`src/hdl/svang_pkg.sv`:
```
// Shared constants, sideband type and arctangent table for the vector angle pipeline.
`default_nettype none
package svang_pkg;

    localparam int COMPONENT_BITS  = 16;
    localparam int ANGLE_FRAC_BITS = 8;

    localparam int PROD_W  = 2 * COMPONENT_BITS;
    localparam int C_W     = 2 * COMPONENT_BITS + 2;
    localparam int MAG_W   = 2 * COMPONENT_BITS;
    localparam int LEN_W   = $clog2(MAG_W + 1);
    localparam int SH_W    = 7;
    localparam int TV_W    = C_W + COMPONENT_BITS;
    localparam int TSUM_W  = TV_W + 2;

    localparam int NORM_BITS  = 30;
    localparam int SQ_W       = 2 * NORM_BITS;
    localparam int RAD_W      = SQ_W + 2;
    localparam int ROOT_W     = RAD_W / 2;
    localparam int REM_W      = ROOT_W + 3;
    localparam int SQRT_STEPS = ROOT_W;

    localparam int CORDIC_STEPS = 28;
    localparam int STEP_W       = $clog2(CORDIC_STEPS);
    localparam int XY_W         = 34;
    localparam int Z_W          = 33;
    localparam int ACC_FRAC     = 24;
    localparam int FIN_W        = 34;
    localparam int RND_SH       = ACC_FRAC - ANGLE_FRAC_BITS;
    localparam int RES_W        = FIN_W - RND_SH;
    localparam int OUT_W        = 17;

    // sideband that travels beside each beat
    typedef struct packed {
        logic valid;
        logic zero;
        logic flip;
        logic d_neg;
    } side_t;

    // atan(2^-i) in degrees, units of 2^-24 degree
    function automatic logic signed [Z_W-1:0] atan_step(input logic [STEP_W-1:0] idx);
        logic signed [Z_W-1:0] v;
        case (idx)
            5'd0:  v = Z_W'(754974720);
            5'd1:  v = Z_W'(445687602);
            5'd2:  v = Z_W'(235489088);
            5'd3:  v = Z_W'(119537938);
            5'd4:  v = Z_W'(60000934);
            5'd5:  v = Z_W'(30029717);
            5'd6:  v = Z_W'(15018523);
            5'd7:  v = Z_W'(7509720);
            5'd8:  v = Z_W'(3754917);
            5'd9:  v = Z_W'(1877466);
            5'd10: v = Z_W'(938734);
            5'd11: v = Z_W'(469367);
            5'd12: v = Z_W'(234684);
            5'd13: v = Z_W'(117342);
            5'd14: v = Z_W'(58671);
            5'd15: v = Z_W'(29335);
            5'd16: v = Z_W'(14668);
            5'd17: v = Z_W'(7334);
            5'd18: v = Z_W'(3667);
            5'd19: v = Z_W'(1833);
            5'd20: v = Z_W'(917);
            5'd21: v = Z_W'(458);
            5'd22: v = Z_W'(229);
            5'd23: v = Z_W'(115);
            5'd24: v = Z_W'(57);
            5'd25: v = Z_W'(29);
            5'd26: v = Z_W'(14);
            5'd27: v = Z_W'(7);
            default: v = '0;
        endcase
        return v;
    endfunction

    // bit length of a magnitude word
    function automatic logic [LEN_W-1:0] bit_len(input logic [MAG_W-1:0] v);
        logic [LEN_W-1:0] n;
        n = '0;
        for (int i = 0; i < MAG_W; i++) begin
            if (v[i])
            begin
                n = LEN_W'(i + 1);
            end
        end
        return n;
    endfunction

endpackage
`default_nettype wire

```
`src/hdl/svang_sqrt_cell.sv`:
```
// One digit cell of the pipelined integer square root.
`default_nettype none
module svang_sqrt_cell
    import svang_pkg::*;
(
    input  wire logic              clk,
    input  wire logic              rst_n,
    input  wire logic              en,
    input  wire side_t             side_in,
    input  wire logic [RAD_W-1:0]  rad_in,
    input  wire logic [ROOT_W-1:0] root_in,
    input  wire logic [REM_W-1:0]  rem_in,
    input  wire logic [NORM_BITS-1:0] dmag_in,
    output side_t                  side_reg,
    output logic [RAD_W-1:0]       rad_reg,
    output logic [ROOT_W-1:0]      root_reg,
    output logic [REM_W-1:0]       rem_reg,
    output logic [NORM_BITS-1:0]   dmag_reg
);

    logic [REM_W+1:0]  cur;
    logic [REM_W+1:0]  trial;
    logic [ROOT_W-1:0] root_next;
    logic [REM_W-1:0]  rem_next;

    // bring down two radicand bits and try one root bit
    always_comb
    begin
        cur   = {rem_in, rad_in[RAD_W-1 -: 2]};
        trial = (REM_W + 2)'({root_in, 2'b01});
        if (cur >= trial)
        begin
            rem_next  = REM_W'(cur - trial);
            root_next = {root_in[ROOT_W-2:0], 1'b1};
        end
        else
        begin
            rem_next  = REM_W'(cur);
            root_next = {root_in[ROOT_W-2:0], 1'b0};
        end
    end

    // hold control on reset
    always_ff @(posedge clk or negedge rst_n)
    begin
        if (!rst_n)
        begin
            side_reg <= '0;
        end
        else if (en)
        begin
            side_reg <= side_in;
        end
    end

    // advance payload
    always_ff @(posedge clk)
    begin
        if (en)
        begin
            rad_reg  <= rad_in << 2;
            root_reg <= root_next;
            rem_reg  <= rem_next;
            dmag_reg <= dmag_in;
        end
    end

endmodule
`default_nettype wire

```
`config.mk`:
```
export PLATFORM = sky130hd
export DESIGN_NAME = svang_sqrt_cell
export DESIGN_NICKNAME = d
export VERILOG_FILES = /design/src/hdl/svang_pkg.sv /design/src/hdl/svang_sqrt_cell.sv
export SDC_FILE = /design/constraint.sdc
export NUM_CORES = 1
export LEC_CHECK = 0
export ABC_AREA = 1
export ABC_CLOCK_PERIOD_IN_PS = 2300
export BUFFER_PORTS_ARGS = -buffer_cell sky130_fd_sc_hd__buf_4
export CORE_ASPECT_RATIO = 1.2
export CORE_UTILIZATION = 37
export CTS_BUF_LIST = sky130_fd_sc_hd__clkbuf_4 sky130_fd_sc_hd__clkbuf_8 sky130_fd_sc_hd__clkbuf_16
export DETAILED_ROUTE_END_ITERATION = 10
export MAX_ROUTING_LAYER = met4
export SYNTH_ARGS = -nofsm -noshare
export SYNTH_HDL_FRONTEND = slang
export SYNTH_SLANG_ARGS = --single-unit
```
`constraint.sdc`:
```
create_clock -name clk -period 2.3 [get_ports clk]
set_clock_uncertainty 0.15 [all_clocks]
set_input_delay 0.345 -clock clk [delete_from_list [all_inputs] [get_ports clk]]
set_output_delay 0.345 -clock clk [all_outputs]
set_load 0.01 [all_outputs]
```
==> flow_metrics.tcl <==
set metrics [dict create \
    status "finished, final reports clean" \
    cts_buffer_depth 2 \
    synth_xor_area_frac 0.01748 \
    setup_viol 0 \
    synth_compound_area_frac 0.02528 \
    grt_start_max_net_pins 50 \
    p_per_area_nw_per_um2 640.1 \
    dp.cells 1543 \
    ios 325 \
    hold_path_depth 3 \
    routed_wl_um 27650 \
    clk_pin_slew_worst_paths_ns 0.08 \
    synth_mux_area_frac 0.005618 \
    cts_htree_levels 4 \
    whs_endpoint "rem_reg[9]" \
    synth_area_um2 8018 \
    regToRegSetupSlack_ns 1.40 \
    gp_congestion 0.8848 \
    grt_overflow_total 0 \
    fmax_mhz 492.2 \
    antenna_found_initial 2 \
    regArea_um2 4755 \
    die_w_um 136.4 \
    p_leak_nw 6.701 \
    yosysWarnings 0 \
    initial_utilization 0.3797 \
    r2r-start "side_reg[0]" \
    endpoint_kind "flop" \
    async_reset_ff_frac 0.02516 \
    ys_dominant_reg_cell "edfxtp_1" \
    numClockSinks 159 \
    detail_route.first_pass.iterations 5 \
    fin_cells 1702 \
    syn_inst 853 \
    synth-edff-count 155 \
    io_buffer_count 322 \
    grt.total_usage 0.2584 \
    die_y_um 163.3 \
    rsz0062_at_grt "false" \
    grt_pass1_vias 7849 \
    fin_crit_sh 0.8834 \
    dpl.hpwl_um 20710 \
    final_nets 1614 \
    worstPathArrival_ns 2.07 \
    root_buffer "clkbuf_16" \
    synth_simple_gate_area_share 0.2252 \
    ant_nets 0 \
    rows 58 \
    multi_input_area_um2 2614 \
    min-delay-path-class "input pin to flop" \
    die-area_um2 22260 \
    synth_top_family_by_area "simple AND/OR/NAND/NOR gates" \
    hold_viol 0 \
    numCtsBuffers 17 \
    avgRoutedWirePerCell_um 16.25 \
    slew_violations 0 \
    ys_ff_latch 159 \
    crit_required_ns 2.34 \
    vdd_drop_max_v 0.0004799 \
    place_area_um2 11550 \
    cts_resized 0 \
    crit_fanout 4 \
    syn-mean-instance-area_um2 9.399 \
    dr_total_vias 7623 \
    drive_gt1_frac 0.3364 \
    min-delay-start "rem_in[7]" \
    final_cell_area_um2 13380 \
    syn2layout_area_growth_pct 66.93 \
    critical_path_class "input pin to flop" \
    drc 0 \
    r2r-end "side_reg[0]" \
    seq_area_frac_synth 0.5930 \
    drt_iter0_markers 306 \
    largest_reg_flops 60 \
    clk_latency_ns 0.43 \
    cts_tree "done" \
    nFillCells 1760 \
    fin_crit_ns 2.032 \
    cp-start-kind "input pin" \
    yosysUniqueCellTypes 33 \
    grt_first_pass_wirelength_um 41170 \
    cap_viol_max_count 0 \
    synth_fa_ha_area_frac 0.05150 \
    vias_per_cell 4.479 \
    coreArea_um2 21120 \
    r2r_cells 1 \
]
==> area by class of cell <==
cell class | instances | share of cell area
inverters | 152 | 0.04263
well taps | 270 | 0.02524
clock buffers | 17 | 0.03178
repair buffers | 552 | 0.3379
diodes | 2 | 0.0003739
flip-flops and latches | 159 | 0.3552
clock inverters | 15 | 0.01150
multi-input cells | 535 | 0.1953
==> worst max-delay path: stages <==
cell	delay (ns)
buf_4	0.08
inv_1	0.04
ha_1	0.34
nand2_1	0.12
nor2_1	0.18
buf_4	0.14
o21ai_0	0.06
nand2_1	0.13
nand2_1	0.07
nand2_1	0.17
nand2_1	0.12
nand3_1	0.09
nand2_1	0.06
nand2_1	0.06
nand2_1	0.06
==> cells by family (layout without fill, tap and decap cells) <==
kind of cell / Yosys count / count (layout)
other: 1 / 4
DFF: 159 / 159
adders and majority gates: 33 / 33
muxes: 4 / 4
and+or+nand+nor: 446 / 446
buffers and inverters: 160 / 736
AOI/OAI and AO/OA: 34 / 34
xor gates and xnor gates: 16 / 16
==> how the worst max path moves through the flow <==
stage,end,slack [ns],start
after floorplan,rem_reg[33],0.19,root_in[21]
after global placement,rem_reg[1],-0.18,root_in[13]
after detailed placement,rem_reg[25],-0.18,root_in[13]
after CTS,rem_reg[25],0.28,root_in[15]
after global routing,rem_reg[24],0.06,root_in[4]
final,rem_reg[24],0.27,root_in[4]
==> power by group <==
group | total (mW) | internal (mW) | leakage, nW | switching [mW]
Sequential | 3.59 | 3.51 | 1.56 | 0.0878
Combinational | 2.12 | 1.10 | 4.85 | 1.02
Clock | 2.86 | 1.46 | 0.286 | 1.40
==> cells in the final DEF (no fill, tap or decap), types with 3 or more instances in the layout <==
cell	instances
mux2_2	4
nand3_1	29
nor2_2	4
clkbuf_16	17
ha_1	33
xor2_1	14
o21ai_0	6
nand2_2	3
nand2_1	338
nor2_1	53
inv_8	5
edfxtp_1	155
clkinv_1	3
a21oi_1	20
nand4_1	7
o21bai_1	3
buf_4	421
dlygate4sd3_1	125
dfrtp_1	4
a21oi_2	3
buf_12	5
inv_1	147
inv_6	6
inv_2	3
==> cell usage after synthesis (2+ instances only) <==
library cell  count  share of area
nand2_1         338           0.16
edfxtp_1        155           0.58
inv_1           147          0.069
nor2_1           53          0.025
ha_1             33          0.051
nand3_1          29          0.018
a21oi_1          20          0.012
xor2_1           14          0.015
nand4_1           7         0.0055
buf_6             6         0.0084
o21ai_0           6         0.0037
dfrtp_1           4          0.012
mux2_2            4         0.0056
nor2_2            4         0.0031
a21oi_2           3         0.0033
inv_2             3         0.0014
nand2_2           3         0.0023
o21bai_1          3         0.0028
buf_4             2         0.0019
clkinv_1          2        0.00094
nand3_2           2         0.0025
nor3_1            2         0.0012
nor4_1            2         0.0016
xnor2_1           2         0.0022
==> through the flow <==
stage / worst slack, ns / hold slack, ns / utilization / total power, mW / setup TNS, ns
2_1_floorplan: 0.1919 / -0.1006 / - / 4.430 / 0
3_3_place_gp: -0.1770 / -0.007938 / 0.5469 / 5.566 / -5.204
3_5_place_dp: -0.1807 / -0.006673 / 0.5469 / 5.587 / -5.096
4_1_cts: 0.2804 / 0.02079 / 0.6335 / 8.626 / 0
5_1_grt: 0.06188 / 0.03237 / 0.6338 / 8.937 / 0
6_report: 0.2683 / 0.03394 / 0.6338 / 8.567 / 0
==> metal layers <==
layer | GRT usage | routed length (um)
met2 | 0.4585 | 14350
met1 | 0.2926 | 11060
met3 | 0.04066 | 1473
met4 | 0.08838 | 771
met5 | - | 0
==> timing repair <==
action	4_1_cts	5_1_grt
buffers inserted	0	0
hold buffers	125	0
hold endpoints to repair	128	0
(Power assumes the default switching activity.)
