**src/hdl/svang_pkg.sv**
```systemverilog
// Shared constants, sideband type and arctangent table for the vector angle pipeline.
`default_nettype none
package svang_pkg;

    localparam int COMPONENT_BITS  = 16;
    localparam int ANGLE_FRAC_BITS = 8;

    localparam int PROD_W  = 2 * COMPONENT_BITS;
    localparam int C_W     = 2 * COMPONENT_BITS + 2;
    localparam int MAG_W   = 2 * COMPONENT_BITS;
    localparam int LEN_W   = $clog2(MAG_W + 1);
    localparam int SH_W    = 7;
    localparam int TV_W    = C_W + COMPONENT_BITS;
    localparam int TSUM_W  = TV_W + 2;

    localparam int NORM_BITS  = 30;
    localparam int SQ_W       = 2 * NORM_BITS;
    localparam int RAD_W      = SQ_W + 2;
    localparam int ROOT_W     = RAD_W / 2;
    localparam int REM_W      = ROOT_W + 3;
    localparam int SQRT_STEPS = ROOT_W;

    localparam int CORDIC_STEPS = 28;
    localparam int STEP_W       = $clog2(CORDIC_STEPS);
    localparam int XY_W         = 34;
    localparam int Z_W          = 33;
    localparam int ACC_FRAC     = 24;
    localparam int FIN_W        = 34;
    localparam int RND_SH       = ACC_FRAC - ANGLE_FRAC_BITS;
    localparam int RES_W        = FIN_W - RND_SH;
    localparam int OUT_W        = 17;

    // sideband that travels beside each beat
    typedef struct packed {
        logic valid;
        logic zero;
        logic flip;
        logic d_neg;
    } side_t;

    // atan(2^-i) in degrees, units of 2^-24 degree
    function automatic logic signed [Z_W-1:0] atan_step(input logic [STEP_W-1:0] idx);
        logic signed [Z_W-1:0] v;
        case (idx)
            5'd0:  v = Z_W'(754974720);
            5'd1:  v = Z_W'(445687602);
            5'd2:  v = Z_W'(235489088);
            5'd3:  v = Z_W'(119537938);
            5'd4:  v = Z_W'(60000934);
            5'd5:  v = Z_W'(30029717);
            5'd6:  v = Z_W'(15018523);
            5'd7:  v = Z_W'(7509720);
            5'd8:  v = Z_W'(3754917);
            5'd9:  v = Z_W'(1877466);
            5'd10: v = Z_W'(938734);
            5'd11: v = Z_W'(469367);
            5'd12: v = Z_W'(234684);
            5'd13: v = Z_W'(117342);
            5'd14: v = Z_W'(58671);
            5'd15: v = Z_W'(29335);
            5'd16: v = Z_W'(14668);
            5'd17: v = Z_W'(7334);
            5'd18: v = Z_W'(3667);
            5'd19: v = Z_W'(1833);
            5'd20: v = Z_W'(917);
            5'd21: v = Z_W'(458);
            5'd22: v = Z_W'(229);
            5'd23: v = Z_W'(115);
            5'd24: v = Z_W'(57);
            5'd25: v = Z_W'(29);
            5'd26: v = Z_W'(14);
            5'd27: v = Z_W'(7);
            default: v = '0;
        endcase
        return v;
    endfunction

    // bit length of a magnitude word
    function automatic logic [LEN_W-1:0] bit_len(input logic [MAG_W-1:0] v);
        logic [LEN_W-1:0] n;
        n = '0;
        for (int i = 0; i < MAG_W; i++) begin
            if (v[i])
            begin
                n = LEN_W'(i + 1);
            end
        end
        return n;
    endfunction

endpackage
`default_nettype wire

```
**src/hdl/svang_cordic_cell.sv**
```systemverilog
// One vectoring rotation cell of the arctangent chain.
`default_nettype none
module svang_cordic_cell
    import svang_pkg::*;
(
    input  wire logic                  clk,
    input  wire logic                  rst_n,
    input  wire logic                  en,
    input  wire logic [STEP_W-1:0]     step,
    input  wire side_t                 side_in,
    input  wire logic signed [XY_W-1:0] x_in,
    input  wire logic signed [XY_W-1:0] y_in,
    input  wire logic signed [Z_W-1:0]  z_in,
    output side_t                      side_reg,
    output logic signed [XY_W-1:0]     x_reg,
    output logic signed [XY_W-1:0]     y_reg,
    output logic signed [Z_W-1:0]      z_reg
);

    logic signed [XY_W-1:0] dx;
    logic signed [XY_W-1:0] dy;
    logic signed [XY_W-1:0] x_next;
    logic signed [XY_W-1:0] y_next;
    logic signed [Z_W-1:0]  z_next;

    // rotate toward y = 0; stop once y is zero
    always_comb
    begin
        dx = y_in >>> step;
        dy = x_in >>> step;
        x_next = x_in;
        y_next = y_in;
        z_next = z_in;
        if (y_in != '0)
        begin
            if (!y_in[XY_W-1])
            begin
                x_next = x_in + dx;
                y_next = y_in - dy;
                z_next = z_in + atan_step(step);
            end
            else
            begin
                x_next = x_in - dx;
                y_next = y_in + dy;
                z_next = z_in - atan_step(step);
            end
        end
    end

    // hold control on reset
    always_ff @(posedge clk or negedge rst_n)
    begin
        if (!rst_n)
        begin
            side_reg <= '0;
        end
        else if (en)
        begin
            side_reg <= side_in;
        end
    end

    // advance payload
    always_ff @(posedge clk)
    begin
        if (en)
        begin
            x_reg <= x_next;
            y_reg <= y_next;
            z_reg <= z_next;
        end
    end

endmodule
`default_nettype wire

```
**config.mk**
```make
export PLATFORM = sky130hd
export DESIGN_NAME = svang_cordic_cell
export DESIGN_NICKNAME = d
export VERILOG_FILES = /design/src/hdl/svang_pkg.sv /design/src/hdl/svang_cordic_cell.sv
export SDC_FILE = /design/constraint.sdc
export NUM_CORES = 1
export LEC_CHECK = 0
export ABC_AREA = 1
export CAP_MARGIN = 20
export CORE_ASPECT_RATIO = 0.6
export CORE_MARGIN = 1.5
export CORE_UTILIZATION = 30
export DETAILED_ROUTE_END_ITERATION = 10
export DONT_BUFFER_PORTS = 1
export PLACE_DENSITY = 0.5
export SYNTH_ARGS = -nofsm -noshare
export SYNTH_HDL_FRONTEND = slang
export SYNTH_SLANG_ARGS = --single-unit
```
**constraint.sdc**
```tcl
create_clock -name clk -period 0.82 [get_ports clk]
set_input_delay 0.164 -clock clk [delete_from_list [all_inputs] [get_ports clk]]
set_output_delay 0.164 -clock clk [all_outputs]
set_load 0.02 [all_outputs]
```
==> flow_metrics.py <==
metrics = {
    "drt": {
        "drt-pass1-iter-count": 5,
        "routed_wl_um": 79840,
        "drtAntennaViolNets": 0,
        "remaining_drc_errors": 0,
        "wl_per_cell_um": 18.75,
        "drt_iter0_drc": 1803,
        "vias": 22010,
        "via_per_inst": 5.169,
    },
    "sta": {
        "hold_viol": 101,
        "slew_headroom_pct": 61.41,
        "finalSetupViolCount": 206,
        "timing.fmax_mhz": 269.1,
        "tightest_slew_ns": 0.5736,
        "fin_crit_ns": 3.717,
        "grt_setup_unrepaired": "true",
        "setup_ws_ns": -2.897,
        "whs_ns": -0.1424,
        "post-route-period-util_pct": 453.2,
        "drv_slew": 0,
        "final.setup_skew_ns": 0,
    },
    "critical_path": {
        "timing_worst_setup_path_type": "in -> reg",
        "startpoint": "step[0]",
        "critPathArrivalTime_ns": 3.90,
        "end_kind": "flip-flop",
        "worstReg2RegStart": "side_reg[0]",
        "critPathSlowestCell": "ha_1",
        "slowest_delay_ns": 0.28,
        "ff2ff_path_depth": 1,
        "startpoint_type": "input port",
        "r2r_slack_ns": 0.04,
        "cp_max_fo": 77,
        "timing.rr.end": "side_reg[0]",
        "crit_required_ns": 1.00,
    },
    "yosys": {
        "synth-seq-area-share_pct": 18.82,
        "synth-compound-area-share_pct": 14.38,
        "synth_seq_cells": 105,
        "syn_avg_cell_area_um2": 6.053,
        "synth_most_common_cell": "nand2_1",
        "synth-main-ff-cell": "edfxtp_1",
        "synth_warnings": 0,
        "syn-num-nets": 2974,
        "synth_top_family_by_area": "simple AND/OR/NAND/NOR gates",
        "yosysUniqueCellTypes": 62,
        "synthAdderAreaFrac_pct": 8.479,
        "synth_top_area_share_pct": 20.52,
        "synthMuxAreaShare_pct": 0.2706,
        "yosys.area.top_type": "nand2_1",
        "ys_top_cells_by_count": "nand2_1 (910), nand3_1 (393), nor2_1 (223)",
        "synth_xor_xnor_area_share_pct": 6.103,
        "netlist_area_um2": 16650,
        "async_flop_share_pct": 3.810,
        "syn_inst": 2750,
        "ys_top_cells_by_area": "nand2_1 (21%), edfxtp_1 (18%), nand3_1 (12%)",
        "yosys.area_share.simple_pct": 42.70,
        "synth-edff-count": 101,
    },
    "cells_and_area": {
        "multiInputGateArea_um2": 16070,
        "drive_gt1_share_pct": 47.18,
        "fill_cells": 5339,
        "syn_to_final_growth_pct": 71.69,
        "seq_area_um2": 3138,
        "final_nets": 3763,
        "fin_area_um2": 28580,
        "insertedDiodeCount": 0,
    },
    "floorplan": {
        "pin_count": 218,
        "die_x_um": 307.1,
        "core_um2": 54500,
        "rows": 66,
        "die_y_um": 185.5,
        "start_util_pct": 30.54,
        "fp.dieArea_um2": 56950,
    },
    "clock_network": {
        "cts_buffers": 9,
        "cts.htree.levels": 3,
        "clk_pin_slew_worst_paths_ns": 0.08,
        "holdBufCountCts": 70,
        "numClockSinks": 105,
        "clockBufferDepth": 2,
        "root_buffer": "clkbuf_16",
        "cts_tree": "yes",
        "clkLatencyLatePin_ns": 0.41,
    },
    "hold_path": {
        "min_to": "y_reg[28]",
        "worstHoldStart": "en",
        "holdPathStages": 0,
        "min_path_type": "in -> reg",
    },
    "placement": {
        "placed_area_um2": 23250,
        "io_buffer_count": 0,
        "gp_congestion": 0.9466,
        "dp_hpwl_um": 61530,
    },
    "power": {
        "comb_power_share_pct": 65.2,
        "p_int_uw": 24710,
        "p_sw_uw": 19150,
        "pwr-share-seq_pct": 22.8,
        "clkPwrFrac_pct": 12.0,
        "total_leakage_power_uw": 0.01348,
        "netSwitchingFraction_pct": 43.66,
        "irDropWorstVdd_mv": 1.107,
        "p_total_uw": 43850,
        "cellPowerDensity_nw_per_um2": 1535,
    },
    "global_routing": {
        "grt_pass1_wl_um": 118700,
        "grt_antenna_before_repair": 1,
        "grt_overflow": 0,
        "grt_max_degree": 106,
        "grt_pass1_vias": 20980,
        "grt_usage_pct": 27.01,
    },
    "job": {
        "cap_violations": 0,
    },
    "outcome": {
        "status": "complete, but fails checks",
        "violations": "negative hold slack, negative setup slack",
    },
}
==> worst max-delay path: cells and delay by family <==
| kind | cells | cell delay (ns) |
|---|---|---|
| AND/OR/NAND/NOR | 16 | 1.63 |
| buffers and inverters | 8 | 0.82 |
| AO/OA/AOI/OAI | 4 | 0.56 |
| adder cells (fa/ha/maj) | 2 | 0.46 |
| XOR/XNOR | 1 | 0.18 |
==> final cells by class <==
class,count,area share (%)
Multi-Input combinational cell,2303,56.22
Timing Repair Buffer,879,25.03
Sequential cell,105,10.98
Inverter,239,3.362
Tap cell,714,3.126
Clock buffer,10,0.8012
Clock inverter,6,0.3590
Timing Repair inverter,2,0.1138
==> worst max-delay path by stage <==
stage	endpoint	depth (start not counted)
6_report	z_reg[27]	31
2_1_floorplan	z_reg[30]	27
5_1_grt	z_reg[27]	30
3_3_place_gp	z_reg[24]	27
3_5_place_dp	z_reg[32]	25
4_1_cts	z_reg[30]	28
==> power by group through the flow <==
stage	clock network, µW	registers [µW]	logic (µW)
after global placement	0	10200	22600
after floorplan	0	9970	12800
final	5240	10000	28600
after global routing	5510	10200	31000
after detailed placement	0	10200	22700
after CTS	5390	10100	25900
==> through the flow <==
| stage | hold slack [ns] | worst slack [ns] | util, % | instances | TNS (ns) |
|---|---|---|---|---|---|
| global route | -0.1482 | -3.069 | 52.44 | 4258 | -282.87 |
| floorplan | -0.1316 | -2.920 | - | 2750 | -223.09 |
| finish | -0.1424 | -2.897 | 52.44 | 4258 | -264.20 |
| detailed placement | -0.1315 | -3.564 | 42.67 | 4067 | -291.01 |
| global placement | -0.1315 | -3.501 | 42.67 | 4067 | -289.34 |
| CTS | -0.1548 | -2.736 | 49.00 | 4237 | -253.32 |
==> logic make-up (layout without fill, tap and decap cells) <==
family | Yosys count | after routing
xor gates and xnor gates | 116 | 116
DFF | 105 | 105
adders and majority gates | 111 | 111
and+or+nand+nor | 1652 | 1652
buffers and inverters | 342 | 1136
muxes | 4 | 4
AOI/OAI and AO/OA | 420 | 420
==> routing by layer <==
| layer | global-route usage (%) | vias up | part of all wire (%) |
|---|---|---|---|
| met1 | 39.76 | 10470 | 49 |
| met5 | 0 | - | 0 |
| met2 | 40.47 | 699 | 42 |
| li1 | - | 10780 | - |
| met4 | 5.517 | 0 | 1.5 |
| met3 | 5.260 | 58 | 7.4 |
==> what timing repair did <==
item / 4_1_cts / 5_1_grt
endpoints found under the setup margin: 206 / 206
resized for setup: 425 / 390
setup buffers: 82 / 22
endpoints found under the hold margin: 174 / 105
gates cloned: 2 / 1
pin swaps: 179 / 171
==> placed cells by master, fill, tap and decap left out, types with 41 or more instances in the layout <==
master | netlist | final
a21oi_1 | 155 | 67
a21oi_2 | 6 | 74
buf_4 | 10 | 751
dlygate4sd3_1 | 0 | 70
edfxtp_1 | 101 | 101
ha_1 | 108 | 71
inv_1 | 220 | 193
nand2_1 | 910 | 702
nand2_2 | 10 | 177
nand2_4 | 1 | 41
nand3_1 | 393 | 201
nand3_2 | 13 | 175
nor2_1 | 223 | 154
nor2_2 | 14 | 49
o21ai_0 | 136 | 42
o21ai_1 | 24 | 76
xor2_1 | 69 | 59
Note: power is estimated with default switching activity, not from simulation.
